**src/rtl/sks_pkg.sv**
```systemverilog
// ----------------------------------------------------------------------------
// sks_pkg
// Shared constants, command codes and types of the sorted key store.
// ----------------------------------------------------------------------------
package sks_pkg;

  localparam int CAPACITY = 1024;
  localparam int IDX_W    = $clog2(CAPACITY);
  localparam int CNT_W    = $clog2(CAPACITY + 1);
  localparam int KEY_W    = 32;
  localparam int TAG_BITS = 16;
  localparam int POS_W    = 10;
  localparam int SLOT_W   = 10;
  localparam int ENTRY_W  = KEY_W + TAG_BITS;

  localparam int S_DATA_W = 96;
  localparam int M_DATA_W = 80;

  localparam logic [1:0] CMD_LOAD  = 2'd0;
  localparam logic [1:0] CMD_QUERY = 2'd1;
  localparam logic [1:0] CMD_READ  = 2'd2;
  localparam logic [1:0] CMD_NONE  = 2'd3;

  localparam logic KIND_QUERY = 1'b0;
  localparam logic KIND_SLOT  = 1'b1;

  typedef struct packed {
    logic [1:0]          command;
    logic [KEY_W-1:0]    key;
    logic [KEY_W-1:0]    high_key;
    logic [TAG_BITS-1:0] record_tag;
    logic [SLOT_W-1:0]   slot_index;
    logic                last_load;
  } item_t;

  typedef struct packed {
    logic                result_kind;
    logic                first_found;
    logic [POS_W-1:0]    first_position;
    logic                last_found;
    logic [POS_W-1:0]    last_position;
    logic                range_valid;
    logic                slot_valid;
    logic [KEY_W-1:0]    slot_key;
    logic [TAG_BITS-1:0] slot_tag;
    logic                overflow;
  } result_t;

  typedef struct packed {
    logic [CNT_W-1:0] entry_count;
    logic             overflow;
  } status_t;

endpackage

```
**src/rtl/sks_ctrl.sv**
```systemverilog
// ----------------------------------------------------------------------------
// sks_ctrl
// Sequencer of the key store: binary search over the RAM, insertion shift,
// slot reads, and assembly of one result per query or read.
// ----------------------------------------------------------------------------
module sks_ctrl
  import sks_pkg::*;
(
  input  logic               clk,
  input  logic               rst,
  input  logic               in_valid,
  output logic               in_ready,
  input  item_t              in_item,
  output logic               res_valid,
  input  logic               res_ready,
  output result_t            res,
  output status_t            status,
  output logic               ram_we,
  output logic [IDX_W-1:0]   ram_waddr,
  output logic [ENTRY_W-1:0] ram_wdata,
  output logic [IDX_W-1:0]   ram_raddr,
  input  logic [ENTRY_W-1:0] ram_rdata
);

  localparam logic [2:0] ST_IDLE  = 3'd0;
  localparam logic [2:0] ST_SRD   = 3'd1;
  localparam logic [2:0] ST_SCMP  = 3'd2;
  localparam logic [2:0] ST_SHIFT = 3'd3;
  localparam logic [2:0] ST_INS   = 3'd4;
  localparam logic [2:0] ST_RDW   = 3'd5;
  localparam logic [2:0] ST_DONE  = 3'd6;

  logic [2:0]       state;
  item_t            item;
  logic [CNT_W-1:0] count;
  logic             set_complete;
  logic             overflow;

  logic [CNT_W-1:0] lo;
  logic [CNT_W-1:0] hi;
  logic [CNT_W-1:0] mid;
  logic             eq;
  logic             phase;
  logic             ff;
  logic [CNT_W-1:0] f_pos;
  logic [CNT_W-1:0] rd_ptr;
  logic [CNT_W-1:0] last_rd;
  logic             issuing;
  logic             live;

  logic [CNT_W:0]     mid_sum;
  logic [CNT_W-1:0]   mid_c;
  logic [KEY_W-1:0]   v;
  logic               upper;
  logic [KEY_W-1:0]   rkey;
  logic               go_right;
  logic [CNT_W-1:0]   wr_c;
  logic [CNT_W-1:0]   l_pos;
  logic [CNT_W-1:0]   cnt_eff;
  logic               accept;

  assign accept   = in_valid && in_ready;
  assign in_ready = (state == ST_IDLE);
  assign res_valid = (state == ST_DONE);
  assign status   = '{entry_count: count, overflow: overflow};

  assign mid_sum  = {1'b0, lo} + {1'b0, hi};
  assign mid_c    = mid_sum[CNT_W:1];
  assign v        = phase ? item.high_key : item.key;
  assign upper    = (item.command == CMD_LOAD) || phase;
  assign rkey     = ram_rdata[ENTRY_W-1:TAG_BITS];
  assign go_right = (rkey < v) || (upper && (rkey == v));
  assign wr_c     = last_rd + CNT_W'(1);
  assign l_pos    = lo - CNT_W'(1);
  assign cnt_eff  = set_complete ? '0 : count;

  always_comb begin
    unique case (state)
      ST_SRD:   ram_raddr = mid_c[IDX_W-1:0];
      ST_SHIFT: ram_raddr = rd_ptr[IDX_W-1:0];
      default:  ram_raddr = in_item.slot_index[IDX_W-1:0];
    endcase
  end

  assign ram_we    = ((state == ST_SHIFT) && live) || (state == ST_INS);
  assign ram_waddr = (state == ST_INS) ? lo[IDX_W-1:0] : wr_c[IDX_W-1:0];
  assign ram_wdata = (state == ST_INS) ? {item.key, item.record_tag} : ram_rdata;

  always_ff @(posedge clk) begin
    if (rst) begin
      state        <= ST_IDLE;
      count        <= '0;
      set_complete <= 1'b0;
      overflow     <= 1'b0;
      issuing      <= 1'b0;
      live         <= 1'b0;
    end else begin
      unique case (state)
        ST_IDLE: begin
          if (accept) begin
            item  <= in_item;
            lo    <= '0;
            eq    <= 1'b0;
            phase <= 1'b0;
            case (in_item.command)
              CMD_LOAD: begin
                if (set_complete) begin
                  count        <= '0;
                  set_complete <= 1'b0;
                  overflow     <= 1'b0;
                end
                hi <= cnt_eff;
                if (cnt_eff == CNT_W'(CAPACITY)) begin
                  // store full: drop the key, still honor the set mark
                  overflow <= 1'b1;
                  if (in_item.last_load) begin
                    set_complete <= 1'b1;
                  end
                end else begin
                  state <= ST_SRD;
                end
              end
              CMD_QUERY: begin
                hi    <= count;
                state <= ST_SRD;
              end
              CMD_READ: begin
                state <= ST_RDW;
              end
              default: begin
                state <= ST_IDLE;
              end
            endcase
          end
        end

        ST_SRD: begin
          if (lo < hi) begin
            mid   <= mid_c;
            state <= ST_SCMP;
          end else if (item.command == CMD_LOAD) begin
            if (lo == count) begin
              state <= ST_INS;
            end else begin
              rd_ptr  <= count - CNT_W'(1);
              issuing <= 1'b1;
              live    <= 1'b0;
              state   <= ST_SHIFT;
            end
          end else if (!phase) begin
            // lower bound done, start the upper bound search
            ff    <= eq;
            f_pos <= lo;
            phase <= 1'b1;
            lo    <= '0;
            hi    <= count;
            eq    <= 1'b0;
          end else begin
            res.result_kind    <= KIND_QUERY;
            res.first_found    <= ff;
            res.first_position <= ff ? f_pos[POS_W-1:0] : '0;
            res.last_found     <= eq;
            res.last_position  <= eq ? l_pos[POS_W-1:0] : '0;
            res.range_valid    <= ff && eq && (f_pos <= l_pos);
            res.slot_valid     <= 1'b0;
            res.slot_key       <= '0;
            res.slot_tag       <= '0;
            res.overflow       <= overflow;
            state              <= ST_DONE;
          end
        end

        ST_SCMP: begin
          eq <= eq | (rkey == v);
          if (go_right) begin
            lo <= mid + CNT_W'(1);
          end else begin
            hi <= mid;
          end
          state <= ST_SRD;
        end

        ST_SHIFT: begin
          // read entry i while entry i+2 takes entry i+1, read in the previous cycle
          if (issuing) begin
            last_rd <= rd_ptr;
            live    <= 1'b1;
            if (rd_ptr == lo) begin
              issuing <= 1'b0;
            end else begin
              rd_ptr <= rd_ptr - CNT_W'(1);
            end
          end else begin
            live  <= 1'b0;
            state <= ST_INS;
          end
        end

        ST_INS: begin
          count <= count + CNT_W'(1);
          if (item.last_load) begin
            set_complete <= 1'b1;
          end
          state <= ST_IDLE;
        end

        ST_RDW: begin
          res.result_kind    <= KIND_SLOT;
          res.first_found    <= 1'b0;
          res.first_position <= '0;
          res.last_found     <= 1'b0;
          res.last_position  <= '0;
          res.range_valid    <= 1'b0;
          res.overflow       <= overflow;
          if ({1'b0, item.slot_index} < count) begin
            res.slot_valid <= 1'b1;
            res.slot_key   <= rkey;
            res.slot_tag   <= ram_rdata[TAG_BITS-1:0];
          end else begin
            res.slot_valid <= 1'b0;
            res.slot_key   <= '0;
            res.slot_tag   <= '0;
          end
          state <= ST_DONE;
        end

        ST_DONE: begin
          if (res_ready) begin
            state <= ST_IDLE;
          end
        end

        default: begin
          state <= ST_IDLE;
        end
      endcase
    end
  end

endmodule

```
**config.mk**
```make
export PLATFORM = sky130hd
export DESIGN_NAME = sks_ctrl
export DESIGN_NICKNAME = d
export VERILOG_FILES = /design/src/rtl/sks_pkg.sv /design/src/rtl/sks_ctrl.sv
export SDC_FILE = /design/constraint.sdc
export NUM_CORES = 1
export LEC_CHECK = 0
export BUFFER_PORTS_ARGS = -buffer_cell sky130_fd_sc_hd__buf_2
export CAP_MARGIN = 0
export CORE_UTILIZATION = 55
export CTS_BUF_LIST = sky130_fd_sc_hd__clkbuf_16
export DETAILED_ROUTE_END_ITERATION = 16
export HOLD_SLACK_MARGIN = 0.15
export PLACE_DENSITY_LB_ADDON = 0.1
export SYNTH_ARGS = -nofsm -noshare
export SYNTH_HDL_FRONTEND = slang
export SYNTH_SLANG_ARGS = --single-unit
```
**constraint.sdc**
```tcl
create_clock -name clk -period 6.65 [get_ports clk]
set_input_delay 0 -clock clk [delete_from_list [all_inputs] [get_ports clk]]
set_output_delay 0 -clock clk [all_outputs]
set_load 0.03 [all_outputs]
```
## After elaboration in Yosys (flattened, before gate mapping)

Cells that the tools add are included.

- Add/sub/neg operators: 7
- $mul: 0
- Divide/modulo/power cells: 0
- $lt $le $gt $ge: 4
- Equality and inequality tests: 30
- Shifts and indexed selects: 0
- Muxes and demuxes: 71
- Bitwise operators: 5
- Reductions and logical operators: 32

Operators with widths:

| operator | count |
|---|---|
| 74-bit 2-to-1 mux | 3 |
| 11-bit 2-to-1 mux | 18 |
| 74-bit one-hot mux with 2 select lines | 1 |
| 11-bit one-hot mux with 2 select lines | 3 |
| 11-bit one-hot mux with 3 select lines | 2 |
| 49-bit 2-to-1 mux | 1 |
| 48-bit 2-to-1 mux | 1 |
| 11-bit by 1-bit subtractor with 11-bit output, second input constant | 3 |
| 32-bit equality test | 1 |
| 32-bit less-than comparator | 1 |
| 32-bit 2-to-1 mux | 1 |
| 10-bit 2-to-1 mux | 3 |
| 3-bit 2-to-1 mux | 8 |
| 2-bit != test, second input constant | 12 |
| 11-bit by 1-bit adder with 11-bit output, second input constant | 2 |
| 11-bit equality test | 2 |
| 1-bit 2-to-1 mux | 22 |
| 10-bit one-hot mux with 2 select lines | 1 |
| 5-bit AND reduction | 4 |
| 3-bit one-hot mux with 6 select lines | 1 |
| 7-bit AND reduction | 2 |
| 11-bit by 11-bit adder with 12-bit output | 1 |
| 3-bit AND reduction | 4 |
| 4-bit AND reduction | 3 |
| other kinds (27) | 49 |

- Bits in registers: 253
- Bits in latches: 0
- Bits in writable memories: 0
- Bits in read-only memories: 0
- Input bits: 145
- Output and inout bits: 157
- Word-level logic and storage cells: 180
- Memories: 0

## Depth between registers and ports, before layout

- Depth in word-level cells: 7
- Gate-level depth with buffers: 11

## Worst setup path after synthesis

OpenSTA, ideal clock, no wires.

- Path kind: reg-to-reg
- Start point: register lo[6]
- End point: register res[0] (netlist bit), enable pin
- Setup time: 507 ps
- Data arrival time: 4741 ps
- Required time: 6143 ps
- Setup slack: 1402 ps
- Cell stages (with the launch flop): 8
- Buffers on the path: 0
- Period minus slack after synthesis: 5248 ps
- Cells stage by stage: edfxtp_1 > ha_1 > nand2_1 > nor3_2 > a21oi_1 > o41ai_4 > a21oi_1 > nor2_1

- Word-level cells in the longest chain between the ends: 3

Ends and longest elaborated chain:

| item | line | RTL |
|---|---|---|
| start, declared | sks_ctrl.sv:39 | `logic [CNT_W-1:0] lo;` |
| start signal, assigned | sks_ctrl.sv:176 | `lo <= mid + CNT_W'(1);` |
| 11-bit less-than comparator | sks_ctrl.sv:138 | `if (lo < hi) begin` |
| 2-bit != test (no source line) | -- |  |
| 5-bit AND reduction (no source line) | -- |  |
| end, declared | sks_ctrl.sv:16 | `output result_t res,` |

No other way between the ends.
A chain may end at the register's enable or synchronous reset.

## Worst setup path in the final report

- Start point: register phase
- End point: register lo[9], enable pin

- Word-level cells in the longest chain between the ends: 6
- Elaborated cells between the ends (all ways): 9
- Those cells by class: 1 x order compare; 3 x eq/ne; 1 x mux; 4 x reduce/logical

Ends and longest elaborated chain:

| item | line | RTL |
|---|---|---|
| start, declared | sks_ctrl.sv:43 | `logic phase;` |
| start signal, assigned | sks_ctrl.sv:104 | `phase <= 1'b0;` |
| start signal, assigned | sks_ctrl.sv:154 | `phase <= 1'b1;` |
| parallel branches: the longest is 5 deep, another holds 32-bit less-than comparator | -- |  |
| 7-bit AND reduction (no source line) (*) | -- |  |

Mark *: on every way between the ends.

==> metrics.md <==
| Metric | Value |
|---|---|
| Total CTS buffers | 28 |
| Final core utilization | 0.755 |
| Hold Path Class | in -> reg |
| Post-synthesis cell type count | 63 |
| Max Clk Rate | 235 MHz |
| Post-CTS Setup Inserts | 0 |
| Yosys warning count | 0 |
| Min Hold Slack | 0.159 ns |
| CP endpoint | lo[9] |
| IO buf count | 301 |
| Sw Share | 0.370 |
| GRT busiest layer | met2 |
| Top cell type's share of synthesized area | 0.542 |
| Post-detail-place hpwl | between 20000 and 25000 microns |
| Top_reg_cell synth | edfxtp_1 |
| Die Ht | 156 microns |
| WL final | ~38000 microns |
| Number of synthesized flops with an enable pin | about 240 |
| Fin area | approximately 17000 sq um |
| Critical Path AT | between 4 and 5 ns |
| Outcome | complete, no violations |
| DP Area | roughly 15000 sq um |
| Synthesized area per cell | between 10 and 15 sq um |
| Met3 usage | 0.0611 |
| Static Leakage | approximately 7.3 nW |
| Max-slew violation total from the final report | 0 |
| Worst-Margin Slew | 1.14 ns |
| Final hold violations | 0 |
| Worst r2r src | phase |
| Switching pwr | around 0.0022 W |
| Power Dens Cells | approximately 340 nW/um^2 |
| Top cells by area, synth | edfxtp_1 (54%), ha_1 (7.4%), nand2_1 (5.8%) |
| Startpoint Class | register |
| Via count of the first global-routing pass | between 10000 and 15000 |
| RSZ-0062 raised after global routing | no |
| CP Max Fanout | 24 |
| Root Buffer | clkbuf_16 |
| Drt drc | 0 |
| Met1 Usage GRT | 0.375 |
| Core area | between 20000 and 25000 sq um |
| TritonCTS clock tree | yes |
| Max-slew headroom | 0.237 |
| Commonest non-fill, non-tap cell in the layout | buf_2 |
| Die Width | around 160 microns |
| CP startpoint | phase |
| Crit path kind | reg -> reg |
| Pint | about 0.0037 W |
| Post-synthesis instance area | 13000 sq um |
| Row cnt | 55 |
| Largest net degree at the start of global routing | 71 |
| Fin Clk Skew | approximately 0.017 ns |
| GPL Wtd Cong | between 0.8 and 0.9 |
| Routed len/inst | a little under 20 microns |
| Most frequent cells in the layout | buf_2 (301), edfxtp_1 (235), nand2_1 (199), dlygate4sd3_1 (161), ha_1 (77) |
| R2R Setup Slk | 2.40 ns |
| Reg2reg end | lo[9] |
| Sequential share of the synthesized area | 0.570 |
| CTS Buffer Depth | 3 |
| Leading area contributor after synthesis | edfxtp_1 |
| Starting DRT DRC Count | between 800 and 900 |
| Post-layout min period | ~4.2 ns |
| Crit. End Element | register |
| Post-synth ARST share | 0 |
| CTS H-tree depth | 1 |
| Ratio of cells with drive above 1 in the final layout | 0.230 |
| Via Count | about 11000 |
| Setup violations, final | 0 |
| Total GRT Usage | 0.312 |
| Clock power frac | 0.274 |
| Register-to-Register Path Depth | 9 |
| Clock sink total | ~250 |
| TritonRoute pass-1 iters | 5 |
| Post-synthesis net count | 1373 |
| Synth Instances | 1150 |
| Clock transition at the registers of the reported paths | about 0.060 ns |
| Overflow after GRT | 0 |
| Clk_lat worst skew | between 0.5 and 0.6 ns |
| Post-DR vias/cell | between 5 and 6 |
| Post-synthesis register bit count | about 250 |
| Die area | 24300 sq um |
| I/O pin cnt | about 300 |
| Antenna viol nets, final | 0 |
| PostCTS Resize Cnt | 0 |
| Sequential Power Share | 0.382 |
| Met2 GRT Util | 0.548 |
| Setup TNS Final | 0 ns |
| Global-route wire length before repair | around 58000 microns |
| Max-Cap Viols | 0 |
| Filler instances | ~1500 |
| WP data required | roughly 6.8 ns |
| Final Net Count | between 1500 and 2000 |
| Crit share post-route | 0.639 |
| Initial antenna violation count | 2 |
| Initial core utilization | 0.568 |
| P&R area growth vs syn | 33.0% |
| Max IR drop VDD | between 200 and 250 uV |
| Combinational fraction of design power | 0.345 |
worst min path at each step:
stage | from | to | slack, ns | cells past startpoint
after floorplan | in_item[0] | item[0] | 0.1 | 0
after global placement | in_item[86] | item[86] | 0.18 | 1
after detailed placement | in_item[81] | item[81] | 0.18 | 1
after CTS | in_item[49] | item[49] | 0.15 | 2
after global routing | in_item[73] | item[73] | 0.15 | 2
final | in_item[41] | item[41] | 0.16 | 2
sequential cells by signal, summed over array words and instances, names as in the netlist, 3 cells and up:
name,count
item,93
f_pos,11
hi,11
count,11
state,3
mid,11
rd_ptr,11
res,74
lo,11
last_rd,10
logic make-up (layout without fill, tap and decap cells):
logic type,Yosys count,count (layout),synth area share
compound gates,157,157,0.0811
xor+xnor,67,67,0.0451
fa+ha+maj,78,78,0.0756
buf+inv,105,566,0.0328
flops,253,253,0.570
mux,49,49,0.0378
other cells,0,1,0
simple gates,441,441,0.158
area by class of cell:
cell class                 count  area, sq um  area share
antenna                        1         2.50    0.000145
clock buffer                  28          701      0.0405
clock inverter                23          244      0.0141
inverter                      44          165     0.00954
multi-input combinational    792         5200       0.301
sequential                   253         7420       0.429
tap                          313          392      0.0226
timing repair buffer         471         3190       0.184
cell usage after synthesis (2+ instances only):
cell	number
edfxtp_1	235
nand2_1	200
ha_1	77
nor2_1	73
and2_1	51
a21oi_1	48
mux2i_1	48
inv_1	43
clkbuf_1	41
o21ai_0	36
xor2_1	35
xnor2_1	32
nand3_1	24
nor3_1	21
and3_1	19
dfxtp_1	18
nand4_1	13
a22o_1	12
a21o_1	8
buf_2	8
nor4_1	8
a211oi_1	7
a31oi_1	7
nand2b_1	7
nor2b_1	7
buf_1	6
buf_4	6
nand3b_1	4
o21ai_1	4
or3_1	4
a22oi_1	3
a311oi_1	3
nor3_2	3
o211ai_1	3
o31ai_1	3
a2111oi_0	2
a221oi_1	2
and4_1	2
o211a_1	2
o21ba_2	2
critical path: stages (launching register included):
cell and delay (ns):
edfxtp_1 0.71, buf_4 0.48, mux2i_1 0.14, ha_1 0.34
nand4_2 0.17, nor4_1 0.33, nand2_1 0.12, or3_1 0.43
or2_1 0.26, a31oi_1 0.86
layer usage:
metal | vias up | wire length, microns | part of all wire
met3 | 118 | 3250 | 0.085
met5 | - | 13 | 0.00034
met2 | 568 | 19000 | 0.50
met1 | 5155 | 14600 | 0.38
met4 | 2 | 1410 | 0.037
li1 | 4982 | - | -
power by group through the flow:
stage | clock network (W) | logic, W | registers, W
after global placement | 0 | 0.00185 | 0.00225
after CTS | 0.00161 | 0.00197 | 0.00222
after global routing | 0.00168 | 0.00218 | 0.00225
after floorplan | 0 | 0.00133 | 0.00223
after detailed placement | 0 | 0.00188 | 0.00225
final | 0.00160 | 0.00202 | 0.00223
repair_timing:
item / 4_1_cts / 5_1_grt
hold endpoints to repair: 195 / 0
endpoints found under the setup margin: 0 / 0
hold buffers: 161 / 0
per-stage QoR:
step | power [W] | cells | worst slack (ns)
3_3_place_gp | 0.00410 | 1712 | 2.54
4_1_cts | 0.00580 | 1924 | 2.42
5_1_grt | 0.00611 | 1925 | 2.11
3_5_place_dp | 0.00414 | 1712 | 2.46
2_1_floorplan | 0.00356 | 1150 | 1.40
6_report | 0.00584 | 1925 | 2.40
Note: power is estimated with default switching activity, not from simulation.
